[src/design/stalta_pkg.sv]
// ----------------------------------------------------------------------------
// stalta_pkg
// Shared types, widths and reset values for the STA/LTA seismic trigger.
// ----------------------------------------------------------------------------
`default_nettype none

package stalta_pkg;

   localparam int DEF_MAX_LONG_WINDOW = 1024;
   localparam int DEF_SAMPLE_BITS     = 16;

   localparam int LEN_W   = 11;
   localparam int THR_W   = 8;
   localparam int ACC_W   = 15;
   localparam int RATIO_W = 20;
   localparam int FRAC_W  = 8;
   localparam int INT_W   = RATIO_W - FRAC_W;

   localparam int CSR_DATA_W = 32;
   localparam int CSR_ADDR_W = 4;

   localparam logic [LEN_W-1:0] LONG_LEN_RST  = 11'd1024;
   localparam logic [LEN_W-1:0] SHORT_LEN_RST = 11'd64;
   localparam logic [THR_W-1:0] RATIO_THR_RST = 8'd4;
   localparam logic [ACC_W-1:0] ACCEL_THR_RST = 15'd16384;

   typedef enum logic [1:0] {
      REG_LONG_LEN  = 2'd0,
      REG_SHORT_LEN = 2'd1,
      REG_RATIO_THR = 2'd2,
      REG_ACCEL_THR = 2'd3
   } csr_reg_type;

   typedef enum logic [1:0] {
      EVENT_NONE  = 2'd0,
      EVENT_ACCEL = 2'd1,
      EVENT_RATIO = 2'd2
   } event_type;

   typedef enum logic [2:0] {
      ST_IDLE,
      ST_UPDATE,
      ST_START,
      ST_RATIO,
      ST_OUTPUT
   } state_type;

   typedef enum logic [1:0] {
      DV_IDLE,
      DV_SAT,
      DV_DIV,
      DV_DONE
   } div_state_type;

   typedef struct packed {
      logic [LEN_W-1:0] long_len;
      logic [LEN_W-1:0] short_len;
      logic [THR_W-1:0] ratio_thr;
      logic [ACC_W-1:0] accel_thr;
   } cfg_type;

   typedef struct packed {
      logic load;
      logic update;
      logic clear;
   } hist_ctl_type;

   typedef struct packed {
      logic done;
      logic trig;
   } ratio_stat_type;

endpackage

`default_nettype wire

[src/design/stalta_ratio.sv]
// ----------------------------------------------------------------------------
// stalta_ratio
// Cross products of the window sums, then a radix-2 restoring divider that
// yields the saturated Q12.8 ratio and the exact threshold decision.
// ----------------------------------------------------------------------------
`default_nettype none

module stalta_ratio
   import stalta_pkg::*;
#(
   parameter  int SUM_W  = 26,
   localparam int PROD_W = SUM_W + LEN_W,
   localparam int CNT_W  = $clog2(RATIO_W)
)
(
   input  wire logic               clock,
   input  wire logic               reset,
   input  wire logic               start,
   input  wire logic [SUM_W-1:0]   long_sum,
   input  wire logic [SUM_W-1:0]   short_sum,
   input  wire logic [LEN_W-1:0]   len_l,
   input  wire logic [LEN_W-1:0]   len_s,
   input  wire logic [THR_W-1:0]   ratio_thr,
   output      logic [RATIO_W-1:0] ratio,
   output      ratio_stat_type     stat
);

   div_state_type      dv_state_ff, dv_state_in;
   logic [CNT_W-1:0]   cnt_ff, cnt_in;

   logic [PROD_W-1:0]  num_ff;
   logic [PROD_W-1:0]  den_ff;
   logic [THR_W-1:0]   thr_ff;
   logic               sat_ff;
   logic               zero_ff;
   logic [PROD_W-1:0]  rem_ff;
   logic [RATIO_W-1:0] quo_ff;
   logic [RATIO_W-1:0] bits_ff;

   logic [PROD_W-1:0]  num_in;
   logic [PROD_W-1:0]  den_in;
   logic [PROD_W:0]    trial;
   logic [PROD_W:0]    diff;
   logic               ge;
   logic [RATIO_W-1:0] thr_q;

   assign num_in = PROD_W'(short_sum) * PROD_W'(len_l);
   assign den_in = PROD_W'(long_sum) * PROD_W'(len_s);

   // one quotient bit per cycle; remainder stays below the divisor unless the quotient saturates
   assign trial = {rem_ff, bits_ff[RATIO_W-1]};
   assign diff  = trial - {1'b0, den_ff};
   assign ge    = trial >= {1'b0, den_ff};

   always_ff @(posedge clock) begin
      if (reset) begin
         dv_state_ff <= DV_IDLE;
         cnt_ff      <= '0;
      end else begin
         dv_state_ff <= dv_state_in;
         cnt_ff      <= cnt_in;
      end
   end

   always_comb begin
      dv_state_in = dv_state_ff;
      cnt_in      = cnt_ff;
      case (dv_state_ff)
         DV_IDLE: begin
            if (start) begin
               dv_state_in = DV_SAT;
            end
         end
         DV_SAT: begin
            cnt_in      = '0;
            dv_state_in = DV_DIV;
         end
         DV_DIV: begin
            cnt_in = cnt_ff + CNT_W'(1);
            if (cnt_ff == CNT_W'(RATIO_W - 1)) begin
               dv_state_in = DV_DONE;
            end
         end
         DV_DONE: begin
            dv_state_in = DV_IDLE;
         end
         default: begin
            dv_state_in = DV_IDLE;
         end
      endcase
   end

   always_ff @(posedge clock) begin
      case (dv_state_ff)
         DV_IDLE: begin
            if (start) begin
               num_ff <= num_in;
               den_ff <= den_in;
               thr_ff <= ratio_thr;
            end
         end
         DV_SAT: begin
            // quotient would need more than the integer bits: clip
            sat_ff  <= (PROD_W + INT_W)'(num_ff) >= {den_ff, {INT_W{1'b0}}};
            zero_ff <= den_ff == '0;
            rem_ff  <= num_ff >> INT_W;
            bits_ff <= {num_ff[INT_W-1:0], {FRAC_W{1'b0}}};
         end
         DV_DIV: begin
            rem_ff  <= ge ? diff[PROD_W-1:0] : trial[PROD_W-1:0];
            quo_ff  <= {quo_ff[RATIO_W-2:0], ge};
            bits_ff <= {bits_ff[RATIO_W-2:0], 1'b0};
         end
         default: begin
         end
      endcase
   end

   assign thr_q = RATIO_W'({thr_ff, {FRAC_W{1'b0}}});

   always_comb begin
      if (zero_ff) begin
         ratio = '0;
      end else if (sat_ff) begin
         ratio = '1;
      end else begin
         ratio = quo_ff;
      end
      stat.done = dv_state_ff == DV_DONE;
      // exact compare: a remainder left over at equality still means "above"
      stat.trig = !zero_ff &&
                  (sat_ff || (quo_ff > thr_q) || ((quo_ff == thr_q) && (rem_ff != '0)));
   end

endmodule

`default_nettype wire

[config.mk]
export PLATFORM = sky130hd
export DESIGN_NAME = stalta_ratio
export DESIGN_NICKNAME = d
export VERILOG_FILES = /design/src/design/stalta_pkg.sv /design/src/design/stalta_ratio.sv
export SDC_FILE = /design/constraint.sdc
export NUM_CORES = 2
export LEC_CHECK = 0
export ABC_AREA = 1
export ABC_CLOCK_PERIOD_IN_PS = 6100
export BUFFER_PORTS_ARGS = -buffer_cell sky130_fd_sc_hd__buf_2
export CORE_UTILIZATION = 45
export CTS_BUF_LIST = sky130_fd_sc_hd__clkbuf_4 sky130_fd_sc_hd__clkbuf_8 sky130_fd_sc_hd__clkbuf_16
export DETAILED_ROUTE_END_ITERATION = 6
export SETUP_SLACK_MARGIN = 0.5
export SLEW_MARGIN = 20
export SYNTH_ARGS = -nofsm -noshare
export SYNTH_HDL_FRONTEND = slang
export SYNTH_SLANG_ARGS = --single-unit
[constraint.sdc]
create_clock -name clock -period 6.1 [get_ports clock]
set_input_delay 0 -clock clock [delete_from_list [all_inputs] [get_ports clock]]
set_output_delay 0 -clock clock [all_outputs]
set_load 0.03 [all_outputs]
[Word level (Yosys, flattened, before mapping)]
Index checks and enable logic that the tools add are counted.
Word-level totals
  logic and storage cells: 44
  flip-flop bits (word level): 168
  output and inout port bits: 22
Cells by class
  equal/unequal tests: 7
  $add $sub $neg: 2
  multiply operators: 2
  reduce and logical (&&, ||, !) cells: 11
  multiplexer cells: 9
  magnitude comparators: 3
Operators with widths (count)
  $mul 26x11->37: 2
  $pmux 37 s2: 1
  $ge 37x49->1: 1
  $mux 20: 2
  $pmux 20 s2: 1
  $ge 38x37->1: 1
  $logic_not 37->1: 1
  $mux 37: 1
  $reduce_bool 37->1: 1
  $sub 37x37->37: 1
  $eq 20x16->1: 1
  $gt 20x16->1: 1
  $pmux 5 s2: 1
  $pmux 2 s4: 1
  $add 5x1->5 const B: 1
  $eq 5x5->1 const B: 1
  $eq 2x2->1 const B: 2
  $mux 2: 2
  $ne 2x2->1 const B: 2
  $reduce_and 2->1: 2
  $eq 2x1->1 const B: 1
  $logic_and 1x1->1: 2
  $logic_not 2->1: 1
  $logic_or 1x1->1: 2
  2 further kinds: 2

[Logic depth before layout (Yosys ltp)]
  depth after elaboration: 4
  gate-level depth with buffers: 26
  depth with buffers taken out: 24

[Least setup slack after synthesis]
OpenSTA, ideal clock, no wires.
  path kind: in2reg
  from: in len_l[2]
  to: reg num_ff[35] (data pin)
  required time: 5.848 ns
  stages: 19
  setup time: 0.252 ns
  arrival time: 4.552 ns
  slack: 1.296 ns
  path through: clkbuf_1 clkbuf_1 nand2_1 fa_1 fa_1 fa_1 inv_1 fa_1 inv_1 fa_1 inv_1 ha_1 nand2_1 o21ai_0 a21oi_1 o21ai_0 nand3_1 nand3_1 nand2_1
On the way
  word-level cells in the longest chain between the ends: 1
RTL lines
  start, declared: line stalta_ratio.sv:21  | input wire logic [LEN_W-1:0] len_l,
  $mul 26x11->37: line stalta_ratio.sv:47  | assign num_in = PROD_W'(short_sum) * PROD_W'(len_l);
  via num_in[35]: line stalta_ratio.sv:40  | logic [PROD_W-1:0] num_in;
  end signal, assigned: line stalta_ratio.sv:97  | num_ff <= num_in;
  end, declared: line stalta_ratio.sv:31  | logic [PROD_W-1:0] num_ff;
The timed path passes the listed nets, and every way through them passes these cells.
A chain may end at the register's enable or synchronous reset.

[Worst setup path after layout]
  from: in len_l[5]
  to: reg num_ff[35] (data pin)
The elaborated chain is that of the path after synthesis.

==> impl_results.rst <==
.. list-table::
   :header-rows: 1

   * - Metric
     - Value
   * - Status
     - finished, violations left
   * - Failing checks
     - DRC
   * - Dominant cell type by area after synthesis
     - fa_1
   * - Most Crowded Layer GR
     - met2
   * - Via count of the routed design
     - 23160
   * - Critical path endpoint category
     - flip-flop
   * - Logic depth of the worst register-to-register path
     - 13
   * - Standard-cell row count
     - 92
   * - Detail Placement HPWL
     - 61090 um
   * - Slew Limit Headroom
     - 0.3625
   * - Die width
     - 254.0 um
   * - Total number of clock tree sinks
     - 160
   * - Met1 track utilization from global routing
     - 0.3538
   * - CTS tree
     - yes
   * - IO Port Bufs
     - 106
   * - Data arrival time at the worst-slack endpoint
     - 4980 ps
   * - Portion of the clock cycle consumed by the worst path in the final layout
     - 0.7840
   * - Area share of the largest cell type after synthesis
     - 0.3020
   * - Mean number of vias per cell
     - 5.030
   * - Warnings, synthesis
     - 0
   * - Netlist cell types
     - 38
   * - Post-synthesis net count
     - 4490
   * - Max Fclk
     - 0.2091 GHz
   * - Count of buffers added by post-CTS timing repair for setup
     - 0
   * - Routability-driven placement congestion ratio
     - 0.9577
   * - Period minus WS final
     - 4782 ps
   * - Ys async rst share
     - 0
   * - Number of setup violations in the final report
     - 0
   * - Synth area leaders
     - fa_1 30%, edfxtp_1 16%, nand2_1 15%
   * - Post-layout nets
     - 4488
   * - First-pass GRT wire length
     - 121300 um
   * - Antenna-violating nets left
     - 0
   * - Xor and xnor fraction of the mapped netlist area
     - 0.02360
   * - Mean area per synthesized cell
     - 7.623 um^2
   * - Core region area
     - 62850 um^2
   * - Reg-to-Reg Start
     - den_ff[0]
   * - Setup crit start
     - len_l[5]
   * - Maximum buffer depth of the clock tree
     - 2
   * - Count of state elements after synthesis
     - 160
   * - Routed WL
     - 73940 um
   * - Sequential element share of the synthesized area
     - 0.1657
   * - Largest clock skew in the final design
     - 11.37 ps
   * - Final Hold Violating Endpoints
     - 0
   * - Combinational family with the most area after synthesis
     - adder cells
   * - CTS clk-pin slew, worst paths
     - 70 ps
   * - DIE AREA
     - 64500 um^2
   * - DR iter-0 viols
     - 1531
   * - Max Slew Vio Count
     - 0
   * - Max-cap violation count
     - 0
   * - Clock latency at the later pin of the worst-skew pair
     - 440 ps
   * - Most used standard cell by instance count after synthesis
     - nand2_1
   * - CP Max Fanout
     - 26
   * - Number of iterations in the first detailed-routing pass
     - 7
   * - End point of the critical path
     - num_ff[35]
   * - Slack of the worst reg-to-reg path
     - 2620 ps
   * - Number of gates given a new drive strength after cts
     - 0
   * - Met3 layer usage reported by global route
     - 0.02059
   * - Synthesized-area fraction occupied by ao, oa, aoi and oai cells
     - 0.05159
   * - Capture point of the worst reg-to-reg path
     - rem_ff[10]
   * - Y dimension of the die
     - 254.0 um
   * - I/O Pins
     - 107
   * - Number of fill cells in the layout
     - 6409
   * - Share of cells above drive strength 1
     - 0.04391
   * - Number of global-route vias before repair
     - 23160
   * - Unrepaired setup endpoints after global routing
     - no
   * - Post-synthesis cell area
     - 28570 um^2
   * - Pin count of the biggest net entering global routing
     - 78
   * - Startpoint Class
     - input port
   * - Quantity of hold-fixing buffers added after cts
     - 10
   * - Adder-Cell Fraction of Synth Area
     - 0.4010
   * - Sum of negative setup slack
     - 0 ps
   * - Number of cells traversed by the worst hold path
     - 3
   * - Initial standard-cell utilization of the core
     - 0.4546
   * - Most frequent cells after synthesis
     - 1150 x nand2_1, 854 x inv_1, 431 x fa_1, 226 x ha_1, 190 x nor2_1
   * - Required arrival time at the worst endpoint
     - 6290 ps
   * - Number of enable-type register cells in the synthesized netlist
     - 153
   * - Routing usage on met2
     - 0.3779
   * - Area fraction in and, or, nand and nor cells after synthesis
     - 0.2242
   * - Number of antenna violations at the first check in global routing
     - 1
   * - GRT Resource Usage Total
     - 0.2392
   * - DRC violations left
     - 2
   * - Layout overhead on the synthesized area
     - 5.943%
   * - Number of buffers inserted during clock tree synthesis
     - 17
   * - Most used flip-flop cell after synthesis
     - edfxtp_1
   * - Multiplexer area fraction after synthesis
     - 0
   * - Htree depth
     - 4
   * - CTS root buffer
     - clkbuf_16
   * - Hold/Removal Path Class
     - input port to flip-flop
   * - Kind of critical path
     - input port to flip-flop
   * - Final global-route overflow total
     - 0
   * - Tightest Pin Transition
     - 956.3 ps
   * - Average wire length per cell after detail routing
     - 16.06 um
   * - Syn Inst Count
     - 3748
-- sequential cells by signal (all words and copies together) (netlist names) --
register     count
rem_ff          37
zero_ff          1
cnt_ff           5
bits_ff         12
num_ff          37
quo_ff          20
sat_ff           1
den_ff          37
thr_ff           8
dv_state_ff      2
-- stage by stage --
step	setup WS [ps]	util	area, um^2	hold WS [ps]	instances
after floorplan	1296	-	28570	78.47	3748
after global placement	904.8	0.4707	29580	177.3	4563
after detailed placement	894.3	0.4707	29580	178.5	4563
after CTS	1370	0.4816	30270	11.26	4604
after global routing	982.6	0.4816	30270	41.69	4605
final	1318	0.4816	30270	34.57	4605
-- layer usage --
metal  vias to the layer above  wire length [um]
met2                       648             33240
met3                        82              4049
met5                         -                 0
li1                      11270                 -
met1                     11170             35320
met4                         0              1329
-- critical path, stage by stage --
cell and delay (ps):
buf_2 460, nand2_1 180, fa_1 490, fa_1 470, fa_1 540, inv_1 50, fa_1 530, inv_1 50
fa_1 520, inv_1 40, ha_1 370, nand2_1 110, o21ai_0 180, a21oi_1 100, o21ai_0 510, nand3_1 170
nand3_1 110, nand2_1 60
-- how the worst min path moves through the flow --
stage,startpoint,endpoint,slack (ps)
final,short_sum[0],num_ff[0],30
after global routing,short_sum[0],num_ff[0],40
after CTS,short_sum[0],num_ff[0],10
after detailed placement,ratio_thr[1],thr_ff[1],180
after global placement,ratio_thr[5],thr_ff[5],180
after floorplan,reset,dv_state_ff[0],80
-- placed cells by master, fill, tap and decap left out, types with 2 or more instances in the layout --
master and count:
o21a_1 6, a21o_1 10, nand2_1 1150, buf_4 5
or2_2 2, xnor2_1 31, nand3b_1 12, nor2_2 3
clkinv_2 2, nand3_1 120, nand3_2 7, inv_6 4
inv_1 853, clkbuf_16 17, a21oi_1 152, nor3_1 39
nand2_2 3, o211ai_1 3, edfxtp_1 153, ha_2 2
clkinvlp_4 4, inv_8 2, o21ai_0 81, ha_1 224
o21bai_1 8, nor4_1 24, xor2_1 46, bufinv_16 2
dfxtp_1 7, a21oi_2 5, dlygate4sd3_1 10, buf_2 106
o21ai_1 2, a211oi_1 4, nand4_1 30, fa_1 431
nor2_1 189
-- cell type report --
type / count / area [um^2] / area share
inverters: 854 / 3207 / 0.1059
repair buffers: 121 / 668.1 / 0.02207
diodes: 1 / 2.502 / 0.00008267
clock inverters: 14 / 156.4 / 0.005167
well taps: 846 / 1059 / 0.03497
clock buffers: 17 / 425.4 / 0.01405
flip-flops and latches: 160 / 4735 / 0.1564
multi-input cells: 2592 / 20020 / 0.6613
-- cell families after synthesis --
family | Yosys count
buffers and inverters | 996
AND/OR/NAND/NOR | 1584
AO/OA/AOI/OAI | 274
adder cells (fa/ha/maj) | 657
flip-flops | 160
XOR/XNOR | 77
Power is not shown: default switching activity piles up to over one toggle a cycle in this logic, so the estimate is an artifact.
