<file path="src/design/stalta_pkg.sv">
// ----------------------------------------------------------------------------
// stalta_pkg
// Shared types, widths and reset values for the STA/LTA seismic trigger.
// ----------------------------------------------------------------------------
`default_nettype none

package stalta_pkg;

   localparam int DEF_MAX_LONG_WINDOW = 1024;
   localparam int DEF_SAMPLE_BITS     = 16;

   localparam int LEN_W   = 11;
   localparam int THR_W   = 8;
   localparam int ACC_W   = 15;
   localparam int RATIO_W = 20;
   localparam int FRAC_W  = 8;
   localparam int INT_W   = RATIO_W - FRAC_W;

   localparam int CSR_DATA_W = 32;
   localparam int CSR_ADDR_W = 4;

   localparam logic [LEN_W-1:0] LONG_LEN_RST  = 11'd1024;
   localparam logic [LEN_W-1:0] SHORT_LEN_RST = 11'd64;
   localparam logic [THR_W-1:0] RATIO_THR_RST = 8'd4;
   localparam logic [ACC_W-1:0] ACCEL_THR_RST = 15'd16384;

   typedef enum logic [1:0] {
      REG_LONG_LEN  = 2'd0,
      REG_SHORT_LEN = 2'd1,
      REG_RATIO_THR = 2'd2,
      REG_ACCEL_THR = 2'd3
   } csr_reg_type;

   typedef enum logic [1:0] {
      EVENT_NONE  = 2'd0,
      EVENT_ACCEL = 2'd1,
      EVENT_RATIO = 2'd2
   } event_type;

   typedef enum logic [2:0] {
      ST_IDLE,
      ST_UPDATE,
      ST_START,
      ST_RATIO,
      ST_OUTPUT
   } state_type;

   typedef enum logic [1:0] {
      DV_IDLE,
      DV_SAT,
      DV_DIV,
      DV_DONE
   } div_state_type;

   typedef struct packed {
      logic [LEN_W-1:0] long_len;
      logic [LEN_W-1:0] short_len;
      logic [THR_W-1:0] ratio_thr;
      logic [ACC_W-1:0] accel_thr;
   } cfg_type;

   typedef struct packed {
      logic load;
      logic update;
      logic clear;
   } hist_ctl_type;

   typedef struct packed {
      logic done;
      logic trig;
   } ratio_stat_type;

endpackage

`default_nettype wire

</file>
<file path="src/design/stalta_csr.sv">
// ----------------------------------------------------------------------------
// stalta_csr
// Configuration registers behind an APB-style port; flags window restarts.
// ----------------------------------------------------------------------------
`default_nettype none

module stalta_csr
   import stalta_pkg::*;
(
   input  wire logic                  clock,
   input  wire logic                  reset,
   input  wire logic                  csr_psel,
   input  wire logic                  csr_penable,
   input  wire logic                  csr_pwrite,
   input  wire logic [CSR_ADDR_W-1:0] csr_paddr,
   input  wire logic [CSR_DATA_W-1:0] csr_pwdata,
   output      logic [CSR_DATA_W-1:0] csr_prdata,
   output      logic                  csr_pready,
   output      cfg_type               cfg,
   output      logic                  win_clear
);

   cfg_type     cfg_ff;
   cfg_type     cfg_in;
   csr_reg_type reg_idx;
   logic        wr_en;

   assign reg_idx    = csr_reg_type'(csr_paddr[3:2]);
   assign wr_en      = csr_psel && csr_penable && csr_pwrite;
   assign csr_pready = 1'b1;
   assign cfg        = cfg_ff;

   always_comb begin
      cfg_in    = cfg_ff;
      win_clear = 1'b0;
      if (wr_en) begin
         case (reg_idx)
            REG_LONG_LEN: begin
               cfg_in.long_len = csr_pwdata[LEN_W-1:0];
               win_clear       = 1'b1;
            end
            REG_SHORT_LEN: begin
               cfg_in.short_len = csr_pwdata[LEN_W-1:0];
               win_clear        = 1'b1;
            end
            REG_RATIO_THR: begin
               cfg_in.ratio_thr = csr_pwdata[THR_W-1:0];
            end
            REG_ACCEL_THR: begin
               cfg_in.accel_thr = csr_pwdata[ACC_W-1:0];
               win_clear        = 1'b1;
            end
            default: begin
               cfg_in = cfg_ff;
            end
         endcase
      end
   end

   always_ff @(posedge clock) begin
      if (reset) begin
         cfg_ff.long_len  <= LONG_LEN_RST;
         cfg_ff.short_len <= SHORT_LEN_RST;
         cfg_ff.ratio_thr <= RATIO_THR_RST;
         cfg_ff.accel_thr <= ACCEL_THR_RST;
      end else begin
         cfg_ff <= cfg_in;
      end
   end

   always_comb begin
      case (reg_idx)
         REG_LONG_LEN:  csr_prdata = CSR_DATA_W'(cfg_ff.long_len);
         REG_SHORT_LEN: csr_prdata = CSR_DATA_W'(cfg_ff.short_len);
         REG_RATIO_THR: csr_prdata = CSR_DATA_W'(cfg_ff.ratio_thr);
         REG_ACCEL_THR: csr_prdata = CSR_DATA_W'(cfg_ff.accel_thr);
         default:       csr_prdata = '0;
      endcase
   end

endmodule

`default_nettype wire

</file>
<file path="config.mk">
export PLATFORM = sky130hd
export DESIGN_NAME = stalta_csr
export DESIGN_NICKNAME = d
export VERILOG_FILES = /design/src/design/stalta_pkg.sv /design/src/design/stalta_csr.sv
export SDC_FILE = /design/constraint.sdc
export NUM_CORES = 1
export LEC_CHECK = 0
export ABC_AREA = 1
export BUFFER_PORTS_ARGS = -buffer_cell sky130_fd_sc_hd__buf_2
export CORE_UTILIZATION = 30
export DETAILED_ROUTE_END_ITERATION = 16
export GPL_TIMING_DRIVEN = 0
export PLACE_DENSITY = 0.66
export SETUP_SLACK_MARGIN = 0.15
export SYNTH_ARGS = -nofsm -noshare
export SYNTH_HDL_FRONTEND = slang
export SYNTH_SLANG_ARGS = --single-unit
export TNS_END_PERCENT = 100
</file>
<file path="constraint.sdc">
create_clock -name clock -period 1 [get_ports clock]
set_input_delay 0.1 -clock clock [delete_from_list [all_inputs] [get_ports clock]]
set_output_delay 0.1 -clock clock [all_outputs]
set_load 0.01 [all_outputs]
</file>
Word level (Yosys, flattened, before mapping)
Cells that the tools add are included.
Operators by class
  reductions and logical operators: 8
  multiplexer cells: 3
  eq/ne operators: 3
Operators with widths (number)
  one-hot mux 32 bit (4 select lines): 1
  AND reduction 2 bit: 4
  == test 2 bit (second input constant): 2
  OR reduction 3 bit: 1
  == test 2 x 1 -> 1 bit (second input constant): 1
  logical AND 1 bit: 2
  zero test 2 bit: 1
  2-to-1 mux 1 bit: 2
Storage, ports and cells
  logic and storage cells: 18
  input port bits: 41
  register bits after elaboration: 45

Logic depth before layout (Yosys ltp)
Gate-level depths: netlist of run 1.
  word-level depth: 4
  depth in mapped cells: 6
  gate-level depth less buffers: 5

Worst setup path after synthesis of run 1
Ideal clock, no wire load.
  path type: input to output
  from: in csr_paddr[3]
  to: out csr_prdata[0]
  cell stages on the path: 4
  buffers on the path: 1
  arrival: 0.714 ns
  slack: 0.186 ns
  required time: 0.900 ns
  path through: nor2_1 > clkbuf_1 > nand2_1 > nand4_1
On the way
  cells in the longest elaborated chain, start to end: 2
Ends and longest elaborated chain
  start: declaration: RTL line stalta_csr.sv:15  | input wire logic [CSR_ADDR_W-1:0] csr_paddr,
  == test 2 bit, or another cell as far along: RTL line stalta_csr.sv:72  | case (reg_idx)
  one-hot mux 32 bit (4 select lines) (*): RTL line stalta_csr.sv:72
  end: declaration: RTL line stalta_csr.sv:17  | output logic [CSR_DATA_W-1:0] csr_prdata,
Every way passes the cells marked *; elsewhere a longest branch is shown, timed or not. The select of a mux whose other input is x is not followed.

Final worst setup path of run 1
  from: reg cfg_ff, in the netlist cfg[39]
  to: out csr_prdata[5]
On the way
  cells in the longest elaborated chain, start to end: 1
Ends and longest elaborated chain
  start: declaration: RTL line stalta_csr.sv:23  | cfg_type cfg_ff;
  start signal: assignment: RTL line stalta_csr.sv:67  | cfg_ff <= cfg_in;
  one-hot mux 32 bit (4 select lines): RTL line stalta_csr.sv:72
No other way between the ends. The select of a mux whose other input is x is not followed.

==> impl_metrics.env, run 1 <==
export IMPL_fin_crit_ns=1.09
export IMPL_postSynthAreaPerCell_um2=6.49
export IMPL_cts_root_buf="clkbuf_8"
export IMPL_ctsHtreeMaxLevel=2
export IMPL_dr_first_iter_drc_count=210
export IMPL_grt_remaining_overflow=0
export IMPL_rsz0062_at_grt="yes"
export IMPL_endpoint_kind="output port"
export IMPL_dr_pass1_iters=4
export IMPL_synth_seq_cells=45
export IMPL_syn_area_um2=2290
export IMPL_cts_buffer_depth=2
export IMPL_clock_insertion_delay_worst_skew_ns=0.30
export IMPL_place_hpwl_mm=5.41
export IMPL_seq_power_share_pct=45.7
export IMPL_ios=120
export IMPL_worstHoldPathType="input pin to register"
export IMPL_swShare_pct=27.7
export IMPL_antennaDiodeCount=0
export IMPL_grtUsageMet2_pct=39.2
export IMPL_final_hold_violation_count=0
export IMPL_clock_sinks=45
export IMPL_ir_worst_vdd_mv=0.513
export IMPL_switching_power_uw=1140
export IMPL_area_growth_pct=75.3
export IMPL_gr_usage_met1_pct=26.2
export IMPL_top_usage_layer="met2"
export IMPL_clkTransAtPathRegs_ns=0.10
export IMPL_worstPathArrival_ns=0.99
export IMPL_most_common_layout_cells="buf_6 (89), nor2_1 (85), nand2_1 (81)"
export IMPL_leakage_uw=0.00199
export IMPL_cp_required_ns=0.90
export IMPL_drt_total_wl_mm=8.29
export IMPL_slew_viol_final=0
export IMPL_core_area_um2=7330
export IMPL_yosys_warnings=0
export IMPL_comb_power_share_pct=19.1
export IMPL_portBuffers=82
export IMPL_grt_pass1_wl_mm=12.9
export IMPL_ant_nets=0
export IMPL_rows=31
export IMPL_fillers=723
export IMPL_drc=0
export IMPL_internal_power_uw=2960
export IMPL_wl_per_cell_um=13.5
export IMPL_dieArea_um2=7990
export IMPL_largest_reg_flops=45
export IMPL_tns_ns=-0.658
export IMPL_grt_use_met3_pct=3.42
export IMPL_synthDistinctLibCells=18
export IMPL_status="finished, violations left"
export IMPL_fmax_ghz=0.920
export IMPL_track_usage_pct=21.6
export IMPL_vias=2785
export IMPL_die_y_um=89.4
export IMPL_p_clk_share_pct=35.2
export IMPL_ys_seq_area_share_pct=39.3
export IMPL_crit_fanout=2
export IMPL_worst_slew_pin_slew_ns=0.510
export IMPL_layout_setup_ws_ns=-0.0874
export IMPL_grt_pass1_vias=2642
export IMPL_totalPowerFinal_uw=4090
export IMPL_place_congestion=0.844
export IMPL_clock_skew_ns=0
export IMPL_layout_commonest_cell="buf_6"
export IMPL_die_w_um=89.4
export IMPL_antenna_found_initial=0
export IMPL_final_nets=557
export IMPL_cts_buffers=5
export IMPL_utilization_pct=54.8
export IMPL_slew_headroom_pct=66.0
export IMPL_cap_violations=0
export IMPL_failed_checks="negative setup slack"
export IMPL_power_density_nw_per_um2=1020
export IMPL_hold_slack_ns=0.00529
export IMPL_layout_drive_gt1_share_pct=49.3
export IMPL_syn_inst=353
export IMPL_cts_tree="yes"
export IMPL_grt_max_degree=15
export IMPL_cp_start_kind="register"
export IMPL_start_util_pct=31.3
export IMPL_critical_path_class="register to output port"
export IMPL_setup_viol_count_final=15
export IMPL_min_period_over_period_pct=109
export IMPL_vias_per_cell=4.52
## worst max-delay path: stages, from the launching register on
cell     delay [ns]
dfxtp_2        0.34
nand2_1        0.06
nand4_1        0.12
buf_2          0.16
## Yosys cell counts
cell | number | area share (%)
buf_1 | 3 | 0.49
buf_2 | 6 | 1.3
inv_1 | 21 | 3.4
buf_4 | 22 | 7.2
nand4_1 | 8 | 2.2
nand2_1 | 90 | 15
conb_1 | 2 | 0.33
nor2_4 | 2 | 0.98
inv_2 | 2 | 0.33
nor2_1 | 90 | 15
o21ai_0 | 4 | 0.87
dfxtp_1 | 45 | 39
nand2_4 | 1 | 0.49
buf_6 | 3 | 1.5
clkbuf_1 | 2 | 0.33
nand3_1 | 48 | 10
nor2_2 | 3 | 0.82
nand3_2 | 1 | 0.44
## power groups by stage
stage          sequential [µW]  clock [µW]  combinational (µW)
3_5_place_dp              1900           0                 567
4_1_cts                   1870        1430                 729
2_1_floorplan             1920           0                 350
5_1_grt                   1870        1530                 860
3_3_place_gp              1900           0                 558
6_report                  1870        1440                 784
## metrics by stage
stage / area [µm²] / setup WS [ns] / cells
4_1_cts: 3810 / -0.0598 / 602
5_1_grt: 4020 / -0.114 / 616
3_5_place_dp: 2890 / -0.355 / 550
6_report: 4020 / -0.0874 / 616
2_1_floorplan: 2350 / 0.186 / 369
3_3_place_gp: 2890 / -0.348 / 550
## final timing paths
kind                         to  cells after the start  slack (ns)           start
setup / recovery  csr_prdata[5]                      3       -0.09         cfg[39]
hold / removal          cfg[44]                      3       0.005  csr_pwdata[10]
setup reg to reg        cfg[38]                      4        0.18         cfg[38]
hold reg to reg         cfg[21]                      2        0.51         cfg[21]
## cell families (layout without fill, tap and decap cells)
kind of cell,count (synthesis),after routing,share of synthesized area [%]
AND/OR/NAND/NOR,243,243,44.9
buffers and inverters,59,207,14.6
other,2,18,0.328
AO/OA/AOI/OAI,4,4,0.874
flip-flops,45,45,39.3
## cell type report
type / instances / area [µm²] / area share, %
buffer: 36 / 284 / 7.07
clock buffer: 6 / 72.6 / 1.81
clock inverter: 2 / 38.8 / 0.966
inverter: 23 / 91.3 / 2.27
multi-input combinational: 265 / 1160 / 29.0
sequential: 45 / 960 / 23.9
tap: 99 / 124 / 3.08
timing repair buffer: 140 / 1280 / 31.9
## layer usage
layer	routed length, µm	vias up
li1	-	1393
met1	3430	1288
met3	429	8
met4	89	0
met2	4340	96
met5	0	-
## what timing repair did
action | in CTS | in global routing
setup endpoints to repair | 61 | 102
resized for setup | 137 | 36
buffers inserted | 42 | 14
hold buffers | 0 | 0
gates cloned | 2 | 0
pin swaps | 32 | 14
(Power assumes the default switching activity.)
==> run 2: changes to the inputs <==
--- a/config.mk
+++ b/config.mk
@@ -6,8 +6,10 @@
 export NUM_CORES = 1
 export LEC_CHECK = 0
 export ABC_AREA = 1
+export ABC_CLOCK_PERIOD_IN_PS = 1000
 export BUFFER_PORTS_ARGS = -buffer_cell sky130_fd_sc_hd__buf_2
 export CORE_UTILIZATION = 30
+export CTS_BUF_LIST = sky130_fd_sc_hd__clkbuf_8
 export DETAILED_ROUTE_END_ITERATION = 16
 export GPL_TIMING_DRIVEN = 0
 export PLACE_DENSITY = 0.66
==> run 2 against run 1 <==
The run still ends with negative setup slack left. Largest cell class unchanged. Final area unchanged. Die area stayed put. Critical path depth stayed put. Sequential share of layout area unchanged. Sequential power hardly changed.
==> impl_metrics.env, run 2 (synthesis gave the netlist of run 1 again) <==
export IMPL_hold_slack_ns=0.00452
export IMPL_layout_commonest_cell="buf_6"
export IMPL_drt_total_wl_mm=8.31
export IMPL_dr_first_iter_drc_count=212
export IMPL_fmax_ghz=0.919
export IMPL_clkTransAtPathRegs_ns=0.10
export IMPL_failed_checks="negative setup slack"
export IMPL_grt_remaining_overflow=0
export IMPL_leakage_uw=0.00199
export IMPL_cp_start_kind="register"
export IMPL_place_hpwl_mm=5.41
export IMPL_rsz0062_at_grt="yes"
export IMPL_crit_start="cfg[39]"
export IMPL_dieArea_um2=7990
export IMPL_cts_buffer_depth=2
export IMPL_hold_path_end="cfg[44]"
export IMPL_status="finished, violations left"
export IMPL_fin_crit_ns=1.09
export IMPL_final_hold_violation_count=0
export IMPL_worstReg2RegEnd="cfg[38]"
export IMPL_switching_power_uw=1140
export IMPL_reg2reg_depth=4
export IMPL_ios=120
export IMPL_cts_tree="yes"
export IMPL_ant_nets=0
export IMPL_holdPathStages=3
export IMPL_p_clk_share_pct=35.1
export IMPL_worst_slew_pin_slew_ns=0.510
export IMPL_vias=2784
export IMPL_worstPathArrival_ns=0.99
export IMPL_slowest_delay_ns=0.34
export IMPL_largest_reg_flops=45
export IMPL_final_nets=557
export IMPL_place_congestion=0.844
export IMPL_r2r_setup_slack_ns=0.18
export IMPL_slew_viol_final=0
export IMPL_area_growth_pct=75.3
export IMPL_core_area_um2=7330
export IMPL_rows=31
export IMPL_slew_headroom_pct=66.0
export IMPL_endpoint_kind="output port"
export IMPL_crit_fanout=2
export IMPL_portBuffers=82
export IMPL_grt_pass1_wl_mm=12.9
export IMPL_clock_insertion_delay_worst_skew_ns=0.30
export IMPL_start_util_pct=31.3
export IMPL_min_period_over_period_pct=109
export IMPL_ctsHtreeMaxLevel=2
export IMPL_antenna_found_initial=0
export IMPL_layout_drive_gt1_share_pct=49.3
export IMPL_swShare_pct=27.9
export IMPL_postCtsHoldBufs=0
export IMPL_seq_power_share_pct=45.7
export IMPL_wl_per_cell_um=13.5
export IMPL_clock_sinks=45
export IMPL_worstHoldPathType="input pin to register"
export IMPL_crit_family="flip-flops"
export IMPL_cts_root_buf="clkbuf_8"
export IMPL_cts_buffers=5
export IMPL_vias_per_cell=4.52
export IMPL_cp_required_ns=0.90
export IMPL_layout_setup_ws_ns=-0.0877
export IMPL_ir_worst_vdd_mv=0.513
export IMPL_grt_max_degree=15
export IMPL_clock_skew_ns=0
export IMPL_cap_violations=0
export IMPL_most_common_layout_cells="buf_6 (89), nor2_1 (85), nand2_1 (81)"
export IMPL_comb_power_share_pct=19.2
export IMPL_drc=0
export IMPL_die_y_um=89.4
export IMPL_internal_power_uw=2950
export IMPL_fillers=723
export IMPL_antennaDiodeCount=0
export IMPL_path_buf_inv=1
export IMPL_power_density_nw_per_um2=1020
export IMPL_grt_pass1_vias=2642
export IMPL_track_usage_pct=21.6
export IMPL_min_from="csr_pwdata[10]"
export IMPL_dr_pass1_iters=4
export IMPL_critical_path_class="register to output port"
export IMPL_pre_cts_ws_ns=-0.355
export IMPL_setup_viol_count_final=15
export IMPL_die_w_um=89.4
export IMPL_crit_chain="nand2_1, nand4_1, buf_2"
export IMPL_rr_startpoint="cfg[38]"
export IMPL_slowest_stage="dfxtp_2"
-- run 2: final cells by class --
type	count	area, µm²	share of cell area (%)
repair buffers	140	1280	31.9
multi-input cells	265	1160	29.0
flip-flops and latches	45	960	23.9
plain buffers	36	284	7.07
well taps	99	124	3.08
inverters	23	91.3	2.27
clock buffers	5	68.8	1.71
clock inverters	3	42.5	1.06
-- run 2: how the worst max path moves through the flow --
stage,to,depth (start not counted)
2_1_floorplan,csr_prdata[0],4
3_3_place_gp,csr_prdata[6],6
3_5_place_dp,csr_prdata[3],6
4_1_cts,csr_prdata[7],3
5_1_grt,csr_prdata[7],3
6_report,csr_prdata[5],3
-- run 2: through the flow --
step	TNS, ns	total power (µW)	cell area, µm²	util, %	cells
2_1_floorplan	0	2270	2350	-	369
3_3_place_gp	-6.31	2460	2890	39.4	550
3_5_place_dp	-7.37	2470	2890	39.4	550
4_1_cts	-0.481	4020	3810	52.0	602
5_1_grt	-1.26	4250	4020	54.8	616
6_report	-0.669	4090	4020	54.8	616
-- run 2: per-layer routing --
metal  share of wire [%]  vias up  routed length (µm)  track usage [%]
li1                    -     1392                   -                -
met1                  42     1291                3470             26.2
met2                  52       93                4350             39.2
met3                 4.9        8                 405             3.42
met4                 1.1        0                  89             6.78
met5                   0        -                   0                0
-- run 2: tightest hold or removal path, delay by kind of cell --
family | cells | cell delay [ns]
and+or+nand+nor | 2 | 0.11
buffers and inverters | 1 | 0.09
-- run 2: timing repair --
action | 4_1_cts | 5_1_grt
pin swaps | 32 | 14
buffers inserted | 42 | 14
setup endpoints to repair | 61 | 102
resized for setup | 137 | 36
gates cloned | 2 | 0
-- run 2: power groups by stage --
stage | sequential (µW) | clock, µW | combinational, µW
3_3_place_gp | 1900 | 0 | 558
4_1_cts | 1870 | 1420 | 729
6_report | 1870 | 1430 | 784
5_1_grt | 1870 | 1520 | 860
3_5_place_dp | 1900 | 0 | 567
2_1_floorplan | 1920 | 0 | 350
